===== src/rtl/fwcrc_pkg.sv =====
`timescale 1ns / 1ps
// ----------------------------------------------------------------------------
// fwcrc_pkg
// Shared types, constants and the byte-wise CRC-32 update for the firmware
// image validator.
// ----------------------------------------------------------------------------
package fwcrc_pkg;

  // Width of image sizes and of the byte counter
  localparam int unsigned SizeBits = 24;

  // Reflected CRC-32 constants
  localparam logic [31:0] CrcPoly = 32'hEDB8_8320;
  localparam logic [31:0] CrcOnes = 32'hFFFF_FFFF;

  // APB address width and register indexes
  localparam int unsigned AddrBits = 5;

  typedef enum logic [2:0] {
    RegRequiredFlag  = 3'd0,
    RegRequiredStart = 3'd1,
    RegSizeLimit     = 3'd2,
    RegRecordFlag    = 3'd3,
    RegRecordStart   = 3'd4,
    RegRecordSize    = 3'd5,
    RegRecordCrc     = 3'd6
  } reg_idx_e;

  // Result codes
  typedef enum logic [2:0] {
    VerdictValid   = 3'd0,
    VerdictFlagBad = 3'd1,
    VerdictAddrBad = 3'd2,
    VerdictSizeBad = 3'd3,
    VerdictCrcBad  = 3'd4
  } verdict_e;

  // Input request
  typedef struct packed {
    logic       begin_req;
    logic [7:0] image_byte;
  } in_req_t;

  // Result
  typedef struct packed {
    verdict_e    verdict;
    logic [31:0] computed_crc;
  } out_rsp_t;

  // Configuration seen by the datapath
  typedef struct packed {
    logic [31:0]         required_flag;
    logic [31:0]         required_start;
    logic [SizeBits-1:0] size_limit;
    logic [31:0]         record_flag;
    logic [31:0]         record_start;
    logic [SizeBits-1:0] record_size;
    logic [31:0]         record_crc;
  } cfg_t;

  // One byte through the reflected CRC, bit by bit
  function automatic logic [31:0] crc_byte(input logic [31:0] crc_in,
                                           input logic [7:0]  data);
    logic [31:0] c;
    c = crc_in ^ {24'd0, data};
    for (int k = 0; k < 8; k++) begin
      c = c[0] ? ((c >> 1) ^ CrcPoly) : (c >> 1);
    end
    return c;
  endfunction

endpackage


===== src/rtl/fwcrc_regs.sv =====
`timescale 1ns / 1ps
// ----------------------------------------------------------------------------
// fwcrc_regs
// APB register file holding the requirements and the metadata record.
// ----------------------------------------------------------------------------
module fwcrc_regs (
  input  logic                          clk_i,
  input  logic                          rst_ni,
  input  logic                          psel,
  input  logic                          penable,
  input  logic                          pwrite,
  input  logic [fwcrc_pkg::AddrBits-1:0] paddr,
  input  logic [31:0]                   pwdata,
  output logic [31:0]                   prdata,
  output logic                          pready,
  output fwcrc_pkg::cfg_t               cfg_o
);
  import fwcrc_pkg::*;

  cfg_t     cfg_q;
  reg_idx_e idx;
  logic     wr_en;

  assign pready = 1'b1;
  assign idx    = reg_idx_e'(paddr[AddrBits-1:2]);
  assign wr_en  = psel && penable && pwrite;
  assign cfg_o  = cfg_q;

  // Register writes; indexes past the list are dropped
  always_ff @(posedge clk_i or negedge rst_ni) begin
    if (!rst_ni) begin
      cfg_q.required_flag  <= '0;
      cfg_q.required_start <= '0;
      cfg_q.size_limit     <= '1;
      cfg_q.record_flag    <= '0;
      cfg_q.record_start   <= '0;
      cfg_q.record_size    <= '0;
      cfg_q.record_crc     <= '0;
    end else if (wr_en) begin
      case (idx)
        RegRequiredFlag:  cfg_q.required_flag  <= pwdata;
        RegRequiredStart: cfg_q.required_start <= pwdata;
        RegSizeLimit:     cfg_q.size_limit     <= pwdata[SizeBits-1:0];
        RegRecordFlag:    cfg_q.record_flag    <= pwdata;
        RegRecordStart:   cfg_q.record_start   <= pwdata;
        RegRecordSize:    cfg_q.record_size    <= pwdata[SizeBits-1:0];
        RegRecordCrc:     cfg_q.record_crc     <= pwdata;
        default: ;
      endcase
    end
  end

  // Read mux
  always_comb begin
    case (idx)
      RegRequiredFlag:  prdata = cfg_q.required_flag;
      RegRequiredStart: prdata = cfg_q.required_start;
      RegSizeLimit:     prdata = 32'(cfg_q.size_limit);
      RegRecordFlag:    prdata = cfg_q.record_flag;
      RegRecordStart:   prdata = cfg_q.record_start;
      RegRecordSize:    prdata = 32'(cfg_q.record_size);
      RegRecordCrc:     prdata = cfg_q.record_crc;
      default:          prdata = '0;
    endcase
  end

endmodule


===== src/rtl/fwcrc_core.sv =====
`timescale 1ns / 1ps
// ----------------------------------------------------------------------------
// fwcrc_core
// Validation state (CRC, byte count, finished) and the per-byte result logic.
// ----------------------------------------------------------------------------
module fwcrc_core (
  input  logic                 clk_i,
  input  logic                 rst_ni,
  input  fwcrc_pkg::cfg_t      cfg_i,
  input  logic                 req_valid_i,
  input  fwcrc_pkg::in_req_t   req_i,
  output logic                 res_valid_o,
  output fwcrc_pkg::out_rsp_t  res_o
);
  import fwcrc_pkg::*;

  logic [31:0]         crc_q, crc_d;
  logic [SizeBits-1:0] cnt_q, cnt_d;
  logic                fin_q, fin_d;

  logic [31:0]         crc_upd;
  logic [SizeBits-1:0] cnt_upd;
  logic [31:0]         crc_final;
  logic                size_bad;

  // A begin request restarts from the initial CRC and a zero count
  assign crc_upd   = crc_byte(req_i.begin_req ? CrcOnes : crc_q, req_i.image_byte);
  assign cnt_upd   = (req_i.begin_req ? '0 : cnt_q) + SizeBits'(1);
  assign crc_final = crc_upd ^ CrcOnes;
  assign size_bad  = (cfg_i.record_size == '0) ||
                     (cfg_i.record_size > cfg_i.size_limit);

  // Header checks in order flag, address, size; then stream the byte
  always_comb begin
    crc_d       = crc_q;
    cnt_d       = cnt_q;
    fin_d       = fin_q;
    res_valid_o = 1'b0;
    res_o       = '{verdict: VerdictValid, computed_crc: '0};
    if (req_valid_i && (req_i.begin_req || !fin_q)) begin
      if (req_i.begin_req && (cfg_i.record_flag != cfg_i.required_flag)) begin
        crc_d = CrcOnes;  cnt_d = '0;  fin_d = 1'b1;
        res_valid_o = 1'b1;
        res_o.verdict = VerdictFlagBad;
      end else if (req_i.begin_req &&
                   (cfg_i.record_start != cfg_i.required_start)) begin
        crc_d = CrcOnes;  cnt_d = '0;  fin_d = 1'b1;
        res_valid_o = 1'b1;
        res_o.verdict = VerdictAddrBad;
      end else if (req_i.begin_req && size_bad) begin
        crc_d = CrcOnes;  cnt_d = '0;  fin_d = 1'b1;
        res_valid_o = 1'b1;
        res_o.verdict = VerdictSizeBad;
      end else begin
        crc_d = crc_upd;
        cnt_d = cnt_upd;
        fin_d = 1'b0;
        if (cnt_upd >= cfg_i.record_size) begin
          fin_d              = 1'b1;
          res_valid_o        = 1'b1;
          res_o.computed_crc = crc_final;
          res_o.verdict      = (crc_final == cfg_i.record_crc) ? VerdictValid
                                                               : VerdictCrcBad;
        end
      end
    end
  end

  // State registers
  always_ff @(posedge clk_i or negedge rst_ni) begin
    if (!rst_ni) begin
      crc_q <= CrcOnes;
      cnt_q <= '0;
      fin_q <= 1'b1;
    end else begin
      crc_q <= crc_d;
      cnt_q <= cnt_d;
      fin_q <= fin_d;
    end
  end

endmodule


===== src/rtl/fwcrc_outbuf.sv =====
`timescale 1ns / 1ps
// ----------------------------------------------------------------------------
// fwcrc_outbuf
// Output register with one skid entry so the input stall is registered.
// ----------------------------------------------------------------------------
module fwcrc_outbuf (
  input  logic                 clk_i,
  input  logic                 rst_ni,
  input  logic                 res_valid_i,
  input  fwcrc_pkg::out_rsp_t  res_i,
  output logic                 full_o,
  output logic                 out_valid_o,
  input  logic                 out_stall_i,
  output fwcrc_pkg::out_rsp_t  out_rsp_o
);
  import fwcrc_pkg::*;

  logic     main_vld_q, main_vld_d;
  logic     skid_vld_q, skid_vld_d;
  out_rsp_t main_q, main_d;
  out_rsp_t skid_q, skid_d;
  logic     take;

  assign take        = main_vld_q && !out_stall_i;
  assign out_valid_o = main_vld_q;
  assign out_rsp_o   = main_q;
  assign full_o      = skid_vld_q;

  // New results never arrive while the skid entry is full
  always_comb begin
    main_vld_d = main_vld_q;
    skid_vld_d = skid_vld_q;
    main_d     = main_q;
    skid_d     = skid_q;
    if (skid_vld_q) begin
      if (take) begin
        main_d     = skid_q;
        skid_vld_d = 1'b0;
      end
    end else if (res_valid_i) begin
      if (!main_vld_q || take) begin
        main_d     = res_i;
        main_vld_d = 1'b1;
      end else begin
        skid_d     = res_i;
        skid_vld_d = 1'b1;
      end
    end else if (take) begin
      main_vld_d = 1'b0;
    end
  end

  always_ff @(posedge clk_i or negedge rst_ni) begin
    if (!rst_ni) begin
      main_vld_q <= 1'b0;
      skid_vld_q <= 1'b0;
    end else begin
      main_vld_q <= main_vld_d;
      skid_vld_q <= skid_vld_d;
    end
  end

  // Payload needs no reset
  always_ff @(posedge clk_i) begin
    main_q <= main_d;
    skid_q <= skid_d;
  end

endmodule


===== src/rtl/firmware_image_crc_validator_unit.sv =====
`timescale 1ns / 1ps
// ----------------------------------------------------------------------------
// firmware_image_crc_validator_unit
// Checks a firmware image's record header and reflected CRC-32.
// ----------------------------------------------------------------------------
// One image byte is taken every cycle while in_stall_o is low: the full
// byte-wise CRC-32 update, the count and the compare against the record sit
// between the state registers and a result register, filled by the request
// that ends the image (or fails the header). A two-entry output buffer
// keeps the input accepting while a result waits; in_stall_o rises only
// when both entries are held. Program the registers over APB while idle,
// then send a request with begin_req set carrying the first image byte.
module firmware_image_crc_validator_unit (
  input  logic                          clk_i,
  input  logic                          rst_ni,
  input  logic                          in_valid_i,
  output logic                          in_stall_o,
  input  fwcrc_pkg::in_req_t            in_req_i,
  output logic                          out_valid_o,
  input  logic                          out_stall_i,
  output fwcrc_pkg::out_rsp_t           out_rsp_o,
  input  logic                          psel,
  input  logic                          penable,
  input  logic                          pwrite,
  input  logic [fwcrc_pkg::AddrBits-1:0] paddr,
  input  logic [31:0]                   pwdata,
  output logic [31:0]                   prdata,
  output logic                          pready
);
  import fwcrc_pkg::*;

  cfg_t     cfg;
  logic     full;
  logic     res_valid;
  out_rsp_t res;

  assign in_stall_o = full;

  fwcrc_regs u_regs (
    .clk_i   (clk_i),
    .rst_ni  (rst_ni),
    .psel    (psel),
    .penable (penable),
    .pwrite  (pwrite),
    .paddr   (paddr),
    .pwdata  (pwdata),
    .prdata  (prdata),
    .pready  (pready),
    .cfg_o   (cfg)
  );

  fwcrc_core u_core (
    .clk_i       (clk_i),
    .rst_ni      (rst_ni),
    .cfg_i       (cfg),
    .req_valid_i (in_valid_i && !full),
    .req_i       (in_req_i),
    .res_valid_o (res_valid),
    .res_o       (res)
  );

  fwcrc_outbuf u_outbuf (
    .clk_i       (clk_i),
    .rst_ni      (rst_ni),
    .res_valid_i (res_valid),
    .res_i       (res),
    .full_o      (full),
    .out_valid_o (out_valid_o),
    .out_stall_i (out_stall_i),
    .out_rsp_o   (out_rsp_o)
  );

endmodule

===== config.mk =====
export PLATFORM = sky130hd
export DESIGN_NAME = firmware_image_crc_validator_unit
export DESIGN_NICKNAME = d
export VERILOG_FILES = /design/src/rtl/fwcrc_pkg.sv /design/src/rtl/fwcrc_regs.sv /design/src/rtl/fwcrc_core.sv /design/src/rtl/fwcrc_outbuf.sv /design/src/rtl/firmware_image_crc_validator_unit.sv
export SDC_FILE = /design/constraint.sdc
export NUM_CORES = 1
export LEC_CHECK = 0
export BUFFER_PORTS_ARGS = -buffer_cell sky130_fd_sc_hd__buf_4
export CAP_MARGIN = 20
export CORE_AREA = 2 2 189 191
export CTS_CLUSTER_SIZE = 20
export DETAILED_ROUTE_END_ITERATION = 10
export DIE_AREA = 0 0 191 193
export PLACE_DENSITY = 0.87
export SLEW_MARGIN = 20
export SYNTH_ARGS = -nofsm -noshare
export SYNTH_HDL_FRONTEND = slang
export SYNTH_SLANG_ARGS = --single-unit

===== constraint.sdc =====
create_clock -name clk_i -period 6.75 [get_ports clk_i]
set_input_delay 1.35 -clock clk_i [delete_from_list [all_inputs] [get_ports clk_i]]
set_output_delay 1.35 -clock clk_i [all_outputs]
set_load 0.02 [all_outputs]

==> results.yml, run 1 <==
status:
  outcome: "completed"
power:
  seqPwrFrac: 0.374
  p_sw_mw: 3.03
  power_density_nw_per_um2: 381
  p_total_mw: 8.19
  power.share.switching: 0.369
  p_comb_frac: 0.383
  power.leakage_nw: 9.22
  clockPowerShare: 0.243
  intPower_mw: 5.16
  vdd_drop_max_v: 0.000219
clocking:
  cts.htree.levels: 2
  clockBufferDepth: 3
  cts_resized: 0
  cts_root_buf: "clkbuf_16"
  numCtsBuffers: 38
  cts_hold_buffers: 0
  clock_latency_ns: 0.53
  cts_tree: "done"
  cts_sinks: 337
  clk_pin_slew_ns: 0.06
  post_cts_buffers: 0
final_layout:
  diodes: 0
  layout-drive-gt1-share: 0.245
  layout_common_cells: "dfrtp_1 (209), mux2_2 (166), nand2_1 (161)"
  final_common_cell: "dfrtp_1"
  regArea_sq_um: 8860
  area_delta_synth_final_pct: 13.4
  nNetsFinal: 1931
  n_fill_cell: 2748
  multi_input_area_sq_um: 9510
critical_path:
  startpoint_type: "primary input"
  crit_type: "in -> reg"
  path_max_fanout: 35
  path_cells: "buf_4, nor2b_1, ha_1, nand4b_1, or2_2, nor2_1, nand3_1, xor2_1, nor2_1, ha_1, and4_1, nand2_1, nor4_1, a2111oi_0, a41oi_1, o21ai_0, a21boi_4, buf_4"
  worstPathRequired_ns: 6.92
  rrSetupSlack_ns: 1.56
  cp_slowest_cell: "a41oi_1"
  cpPeakStageDelay_ns: 0.54
  crit_family: "simple AND/OR/NAND/NOR gates"
  critPathBufInv: 2
  cp-end-kind: "flip-flop"
  critPathArrivalTime_ns: 5.95
timing:
  finalMaxSlewViolations: 0
  rsz0062_at_grt: "no"
  setup_violations: 0
  clock_skew_ns: 0.0175
  setup-tns-final_ns: 0
  min_period_ns: 5.78
  max_freq_ghz: 0.173
  finalCritPeriodShare: 0.857
  tightest_slew_ns: 0.972
  maxSlewHeadroom: 0.352
  hold_violations: 0
flow_run:
  maxCapViolCount: 0
yosys:
  ys_ff_latch: 337
  ys_types: 74
  netlist_area_sq_um: 18900
  syn_inst: 1743
  synth_edf_count: 70
  synth_ff_type: "dfrtp_1"
  synth_nets: 1845
  synth-seq-area-share: 0.468
  syn_avg_cell_area_sq_um: 10.9
  async_reset_ff_frac: 0.792
  yosysWarnings: 0
grt:
  grt_overflow: 0
  grt_max_degree: 195
  grtUsageTotal: 0.294
  grt_pass1_vias: 14500
  antenna_found_initial: 1
  grt_pass1_wl_um: 83100
detailed_routing:
  detail_route.wl_per_cell_um: 23.0
  via_count: 14400
  first_pass_iters: 6
  routed_via_density: 6.22
  postRouteAntennaNets: 0
  routed_wirelength_um: 53400
  post-route-drc-count: 0
  drtIter0Drc: 1362
floorplanning:
  die_y_um: 193
  die_area_sq_um: 36900
  die_w_um: 191
  pin_count: 123
  core-area_sq_um: 35000
  initial_core_util: 0.542
  rows: 69
hold_path:
  hold_path_class: "reg -> reg"
placed_design:
  port_buffers: 119
  dp_hpwl_um: 37900
  gp_congestion: 0.972
layout make-up:
cell class                      instances  share of cell area
Clock inverter                         13             0.00513
Inverter                               57             0.00996
Tap cell                              461              0.0269
Multi-Input combinational cell       1250               0.443
Timing Repair Buffer                  145              0.0527
Clock buffer                           56              0.0498
Sequential cell                       337               0.412
final timing paths:
check	start	to	cells past startpoint
worst max-delay path	in_req_i[8]	u_outbuf.out_rsp_o[9]	18
worst min-delay path	u_core.fin_q	u_core.fin_q	2
worst max register to register	u_core.cnt_q[0]	u_outbuf.out_rsp_o[9]	17
worst min register to register	u_core.fin_q	u_core.fin_q	2
max in group asynchronous	rst_ni	u_core.crc_q[9]	3
min in group asynchronous	rst_ni	u_regs.cfg_o[69]	1
kinds of logic after synthesis:
group / synth area share
simple gates: 0.107
flops: 0.468
compound gates: 0.108
xor+xnor: 0.127
mux: 0.125
buf+inv: 0.0326
fa+ha+maj: 0.0324
other cells: 0.000198
power by group through the flow:
| stage | clock [mW] | combinational, mW | sequential, mW |
|---|---|---|---|
| after floorplan | 0 | 2.22 | 2.95 |
| after global placement | 0 | 2.97 | 3.05 |
| after detailed placement | 0 | 3.07 | 3.08 |
| after CTS | 2.00 | 3.11 | 3.05 |
| after global routing | 2.09 | 3.36 | 3.11 |
| final | 1.99 | 3.14 | 3.06 |
per-stage QoR:
step	instances	area (sq um)	hold WS [ns]	worst slack [ns]	util
after floorplan	1743	18900	0.439	0.239	-
after CTS	2317	21400	0.459	1.04	0.613
final	2319	21500	0.457	0.967	0.614
after detailed placement	2248	20300	0.449	0.506	0.579
after global placement	2248	20300	0.453	0.752	0.579
after global routing	2319	21500	0.464	0.602	0.614
cell usage after synthesis, drive strengths merged, types with 4 or more instances:
cell type  count  area share
a21o          16      0.0063
a21oi         49       0.013
a221o          6      0.0032
a221oi         5      0.0023
a22o          11      0.0051
a22oi         23      0.0091
a31oi          4      0.0013
and2           9      0.0030
buf           24      0.0065
clkbuf        75       0.015
dfrtp        210        0.28
dfstp         57       0.079
edfxtp        70        0.11
ha            49       0.032
inv           57       0.011
mux2         166       0.099
mux2i         41       0.022
mux4           4      0.0048
nand2        162       0.032
nand2b         6      0.0020
nand3         18      0.0048
nand4         19      0.0066
nor2         147       0.030
nor2b         19      0.0063
nor3          13      0.0034
nor3b          7      0.0028
nor4          19      0.0066
o21ai        141       0.037
o221ai         8      0.0037
o22a          33       0.015
o22ai          4      0.0013
xnor2        141       0.072
xnor3         16       0.019
xor2          63       0.030
xor3           5      0.0063
metal layers:
layer  GRT usage  routed length [um]
met4       0.150                2880
met3      0.0507                4520
met5           0                  16
met1       0.385               20800
met2       0.475               25200
worst register-to-register path, cell delays in order, from the launching register on:
cell       delay (ns)
dfrtp_1          0.38
nor2b_1          0.25
ha_1             0.22
nand4b_1         0.21
or2_2            0.39
nor2_1           0.29
nand3_1          0.19
xor2_1           0.17
nor2_1           0.07
ha_1             0.28
and4_1           0.24
nand2_1          0.09
nor4_1           0.30
a2111oi_0        0.12
a41oi_1          0.54
o21ai_0          0.42
a21boi_4         0.24
buf_4            0.41
registers in the layout, summed over array words and instances, names as in the netlist:
signal	flops
u_core.fin_q	1
u_outbuf.out_rsp_o	35
u_core.crc_q	32
u_regs.cfg_o	208
u_outbuf.full_o	1
u_outbuf.out_valid_o	1
u_core.cnt_q	24
u_outbuf.skid_q	35
Note: power is estimated with default switching activity, not from simulation.
==> run 2: changes to the inputs <==
CAP_MARGIN = default   (was 20)
CORE_AREA = 2 2 266 137   (was 2 2 189 191)
DIE_AREA = 0 0 268 139   (was 0 0 191 193)
==> run 2 against run 1 <==
  * Wire length grew 5.9%
  * Worst setup slack gained 0.16 ns
  * Utilization shrank 0.46 points
  * Sequential cell count is the same
  * First-iteration DRC count grew 28%
  * Worst hold slack gained 0.0099 ns
  * Sequential share of layout area grew 0.11 points
  * Non-clock buffer count shrank 2
  * Register-to-register slack gained 0.05 ns
  * Critical path type unchanged
==> results.yml, run 2 (synthesized netlist as in run 1, its figures left out) <==
critical_path:
  critPathArrivalTime_ns: 5.96
  cp-end-kind: "flip-flop"
  path_cells: "buf_4, nor2b_1, ha_1, nand4b_1, or2_2, nor2_1, nand3_1, xor2_1, nor2_1, ha_1, a21o_1, a211o_1, a2111oi_0, a41oi_1, o21ai_0, a21boi_4, buf_12"
  worstPathRequired_ns: 7.08
  cp_slowest_cell: "o21ai_0"
  crit_start: "in_req_i[8]"
  rrSetupSlack_ns: 1.61
  crit_type: "in -> reg"
  r2r_end: "u_outbuf.out_rsp_o[26]"
  endpoint: "u_outbuf.out_rsp_o[26]"
  startpoint_type: "primary input"
  worst-path-stages: 17
  crit_family: "compound AO/OA/AOI/OAI gates"
  path_max_fanout: 35
  worst_r2r_startpoint: "u_core.cnt_q[0]"
  critPathBufInv: 2
  cpPeakStageDelay_ns: 0.68
  reg2reg_depth: 16
final_layout:
  final_common_cell: "dfrtp_1"
  diodes: 0
  fin_cells: 2329
  area_delta_synth_final_pct: 13.1
  nNetsFinal: 1922
  regArea_sq_um: 8850
  n_fill_cell: 2762
  layout_common_cells: "dfrtp_1 (210), mux2_2 (166), nand2_1 (161)"
  multi_input_area_sq_um: 9510
  layout-drive-gt1-share: 0.248
  largest_register_ffs: 208
detailed_routing:
  detail_route.wl_per_cell_um: 24.3
  postRouteAntennaNets: 0
  via_count: 14400
  routed_wirelength_um: 56500
  drtIter0Drc: 1740
  routed_via_density: 6.17
  post-route-drc-count: 0
  first_pass_iters: 6
timing:
  fin_ws_ns: 1.12
  rsz0062_at_grt: "no"
  finalCritPeriodShare: 0.833
  maxSlewHeadroom: 0.211
  max_freq_ghz: 0.178
  clock_skew_ns: 0.0117
  setup_violations: 0
  min_period_ns: 5.63
  hold_violations: 0
  setup-tns-final_ns: 0
  finalMaxSlewViolations: 0
  tightest_slew_ns: 1.18
power:
  power.share.switching: 0.384
  intPower_mw: 5.11
  power.leakage_nw: 9.17
  clockPowerShare: 0.234
  p_comb_frac: 0.400
  p_sw_mw: 3.18
  power_density_nw_per_um2: 387
  vdd_drop_max_v: 0.000243
  seqPwrFrac: 0.366
floorplanning:
  die_area_sq_um: 37300
  core-area_sq_um: 35100
  rows: 49
  initial_core_util: 0.539
  pin_count: 123
  die_y_um: 139
  die_w_um: 268
grt:
  grtUsageTotal: 0.304
  antenna_found_initial: 1
  grt_overflow: 0
  grt_pass1_vias: 14100
  grt_max_degree: 182
  grt_pass1_wl_um: 85300
clocking:
  clockBufferDepth: 3
  cts_hold_buffers: 0
  numCtsBuffers: 31
  clk_pin_slew_ns: 0.07
  cts_sinks: 337
  cts_root_buf: "clkbuf_16"
  cts_resized: 0
  cts_tree: "done"
  clock_latency_ns: 0.60
  cts.htree.levels: 1
  post_cts_buffers: 0
placed_design:
  dp_hpwl_um: 40900
  port_buffers: 119
  gp_congestion: 0.994
  place_ws_ns: 0.593
  dp_cells: 2271
flow_run:
  maxCapViolCount: 0
hold_path:
  hold_path_class: "reg -> reg"
status:
  outcome: "completed"
run 2: cell count changes in the layout (fill, tap and decap cells not counted), sizes merged:
cell,change
buf,-2
bufinv,+2
clkbuf,-9
clkinv,-6
clkinvlp,+2
run 2: area by class of cell:
class	instances	share of cell area
multi-input combinational	1250	0.444
sequential	337	0.413
timing repair buffer	143	0.0522
clock buffer	47	0.0437
tap	484	0.0283
inverter	57	0.00999
clock inverter	11	0.00800
run 2: power groups by stage:
stage          logic, mW  registers [mW]  clock network, mW
2_1_floorplan       2.22            2.95                  0
3_3_place_gp        3.10            3.02                  0
3_5_place_dp        3.21            3.05                  0
4_1_cts             3.25            3.01               1.95
5_1_grt             3.52            3.07               2.04
6_report            3.31            3.04               1.94
run 2: metal layers:
| layer | GRT usage | share of wire | vias to the layer above |
|---|---|---|---|
| met2 | 0.426 | 0.42 | 792 |
| met4 | 0.0735 | 0.025 | 2 |
| li1 | - | - | 6302 |
| met1 | 0.433 | 0.42 | 7158 |
| met5 | 0.0347 | 0.0032 | - |
| met3 | 0.127 | 0.14 | 113 |
run 2: worst min path at each step:
| stage | startpoint | endpoint | slack [ns] | depth (start not counted) |
|---|---|---|---|---|
| floorplan | u_core.fin_q | u_core.fin_q | 0.44 | 2 |
| global placement | u_core.fin_q | u_core.fin_q | 0.45 | 2 |
| detailed placement | u_core.fin_q | u_core.fin_q | 0.45 | 2 |
| CTS | u_core.fin_q | u_core.fin_q | 0.46 | 2 |
| global route | u_core.fin_q | u_core.fin_q | 0.50 | 2 |
| finish | u_core.fin_q | u_core.fin_q | 0.47 | 2 |
run 2: worst register-to-register path, delay by kind of cell, from the launching register on:
kind	cells	cell delay, ns
AOI/OAI and AO/OA	6	2.05
xor gates and xnor gates	1	0.17
and+or+nand+nor	6	1.54
adders and majority gates	2	0.51
buffers and inverters	1	0.20
DFF	1	0.38
run 2: through the flow:
step	cell area (sq um)	total power, mW	util	hold slack, ns
global placement	20300	6.12	0.578	0.451
CTS	21400	8.21	0.610	0.465
detailed placement	20300	6.26	0.578	0.454
floorplan	18900	5.16	-	0.439
finish	21400	8.29	0.610	0.466
global route	21400	8.63	0.610	0.501
==> run 3: changes to the inputs <==
PLACE_DENSITY = 0.84   (was 0.87)
clock period = 5.2 ns   (was 6.75 ns; I/O delays follow)
==> run 3 against run 2 <==
  * Utilization is 0.84 points higher
  * Cell area up 1.4%
  * Clock power increased by 33%
  * Clock-buffer cell count rose by 1
  * Clock skew is 0.0074 ns higher
  * Sequential cell count unchanged
  * Die area unchanged
  * Global-route usage about the same
  * Non-clock buffer count is 19 higher
  * Register-to-register slack worse by 1.3 ns
  * Total power is 31% higher
  * Largest cell class unchanged
  * Highest routed layer unchanged
==> results.yml, run 3 (synthesized netlist as in run 1, its figures left out) <==
floorplanning:
  rows: 49
  pin_count: 123
  die_y_um: 139
  initial_core_util: 0.539
  die_area_sq_um: 37300
  core-area_sq_um: 35100
  die_w_um: 268
placed_design:
  dp_hpwl_um: 41500
  place_ws_ns: -0.204
  port_buffers: 119
  gp_congestion: 0.980
timing:
  tightest_slew_ns: 1.13
  clock_skew_ns: 0.0191
  max_freq_ghz: 0.203
  min_period_ns: 4.92
  finalMaxSlewViolations: 0
  hold_violations: 0
  finalCritPeriodShare: 0.946
  fin_ws_ns: 0.279
  maxSlewHeadroom: 0.244
  setup-tns-final_ns: 0
  rsz0062_at_grt: "no"
  setup_violations: 0
detailed_routing:
  via_count: 14300
  drtIter0Drc: 1502
  first_pass_iters: 6
  routed_via_density: 6.09
  postRouteAntennaNets: 0
  routed_wirelength_um: 56600
  detail_route.wl_per_cell_um: 24.1
  post-route-drc-count: 0
grt:
  grt_max_degree: 132
  grt_overflow: 0
  grt_pass1_vias: 14000
  grtUsageTotal: 0.304
  antenna_found_initial: 3
  grt_pass1_wl_um: 84700
final_layout:
  layout_common_cells: "dfrtp_1 (210), mux2_2 (166), nand2_1 (160)"
  layout-drive-gt1-share: 0.257
  final_common_cell: "dfrtp_1"
  area_delta_synth_final_pct: 14.6
  n_fill_cell: 2717
  nNetsFinal: 1944
  largest_register_ffs: 208
clocking:
  clockBufferDepth: 3
  cts_sinks: 337
  cts_root_buf: "clkbuf_16"
  cts.htree.levels: 2
  cts_tree: "done"
  clock_latency_ns: 0.53
  cts_hold_buffers: 0
  numCtsBuffers: 34
  post_cts_buffers: 0
  clk_pin_slew_ns: 0.06
  cts_resized: 0
critical_path:
  path_cells: "buf_4, nor3b_1, and2_1, nand2_1, nor2_1, and2_1, nand2_1, xor2_1, nor2_1, ha_1, and4_1, nand2_1, nor3_1, o2111ai_1, a41oi_2, o21ai_4, buf_4, nor2_4"
  worstPathRequired_ns: 5.34
  cp-end-kind: "flip-flop"
  cpPeakStageDelay_ns: 0.77
  crit_family: "simple AND/OR/NAND/NOR gates"
  cp_slowest_cell: "nor2_4"
  critPathBufInv: 2
  critPathMostFrequentCell: "nand2_1"
  critPathArrivalTime_ns: 5.07
  crit_type: "in -> reg"
  startpoint_type: "primary input"
  path_max_fanout: 35
power:
  vdd_drop_max_v: 0.000304
  power.leakage_nw: 9.30
  power_density_nw_per_um2: 499
  p_total_mw: 10.8
hold_path:
  hold_path_class: "in -> async"
flow_run:
  maxCapViolCount: 0
status:
  outcome: "completed"
[run 3: cell types whose count changed in the layout (fill, tap and decap cells not counted), moves of 2 or more]
cell	previous run	this run
buf_4	139	154
clkbuf_8	10	1
clkbuf_1	6	12
clkbuf_16	31	35
buf_12	3	5
buf_16	0	2
clkinv_2	2	4
clkinv_4	2	0
diode_2	0	2
nor2_4	3	5
[run 3: per-stage QoR]
stage                      util  instance area, sq um  hold slack, ns  instances
final                     0.618                 21700           0.423       2353
after global routing      0.618                 21700           0.433       2352
after CTS                 0.617                 21700           0.487       2349
after detailed placement  0.584                 20500           0.477       2288
after global placement    0.583                 20500           0.457       2287
after floorplan               -                 19000           0.439       1743
[run 3: cell type report]
class | count | area [sq um] | area share
Inverter | 57 | 214 | 0.00985
Clock buffer | 48 | 935 | 0.0430
Sequential cell | 337 | 8850 | 0.408
Timing Repair Buffer | 162 | 1330 | 0.0611
Clock inverter | 13 | 205 | 0.00945
Multi-Input combinational cell | 1250 | 9570 | 0.441
Tap cell | 484 | 606 | 0.0279
Antenna cell | 2 | 5.00 | 0.000231
[run 3: report_power, final]
group / switching [mW] / internal [mW]
sequential: 0.568 / 3.38
clock: 1.07 / 1.51
combinational: 2.47 / 1.83
[run 3: path summary, 6_finish.rpt]
| path | from | to | slack [ns] | cells past startpoint |
|---|---|---|---|---|
| setup / recovery | in_req_i[8] | u_outbuf.skid_q[19] | 0.28 | 18 |
| hold / removal | rst_ni | u_regs.cfg_o[116] | 0.42 | 1 |
| setup reg to reg | u_core.cnt_q[2] | u_outbuf.skid_q[19] | 0.34 | 18 |
| hold reg to reg | u_core.fin_q | u_core.fin_q | 0.48 | 2 |
| max in group asynchronous | rst_ni | u_regs.cfg_o[143] | 3.50 | 3 |
| min in group clk_i | u_core.fin_q | u_core.fin_q | 0.48 | 2 |
[run 3: per-layer routing]
metal / global-route usage / up-vias / part of all wire
met5: 0.0296 / - / 0.0028
met4: 0.0791 / 4 / 0.025
met3: 0.135 / 106 / 0.14
met2: 0.417 / 679 / 0.41
met1: 0.432 / 7187 / 0.42
li1: - / 6346 / -
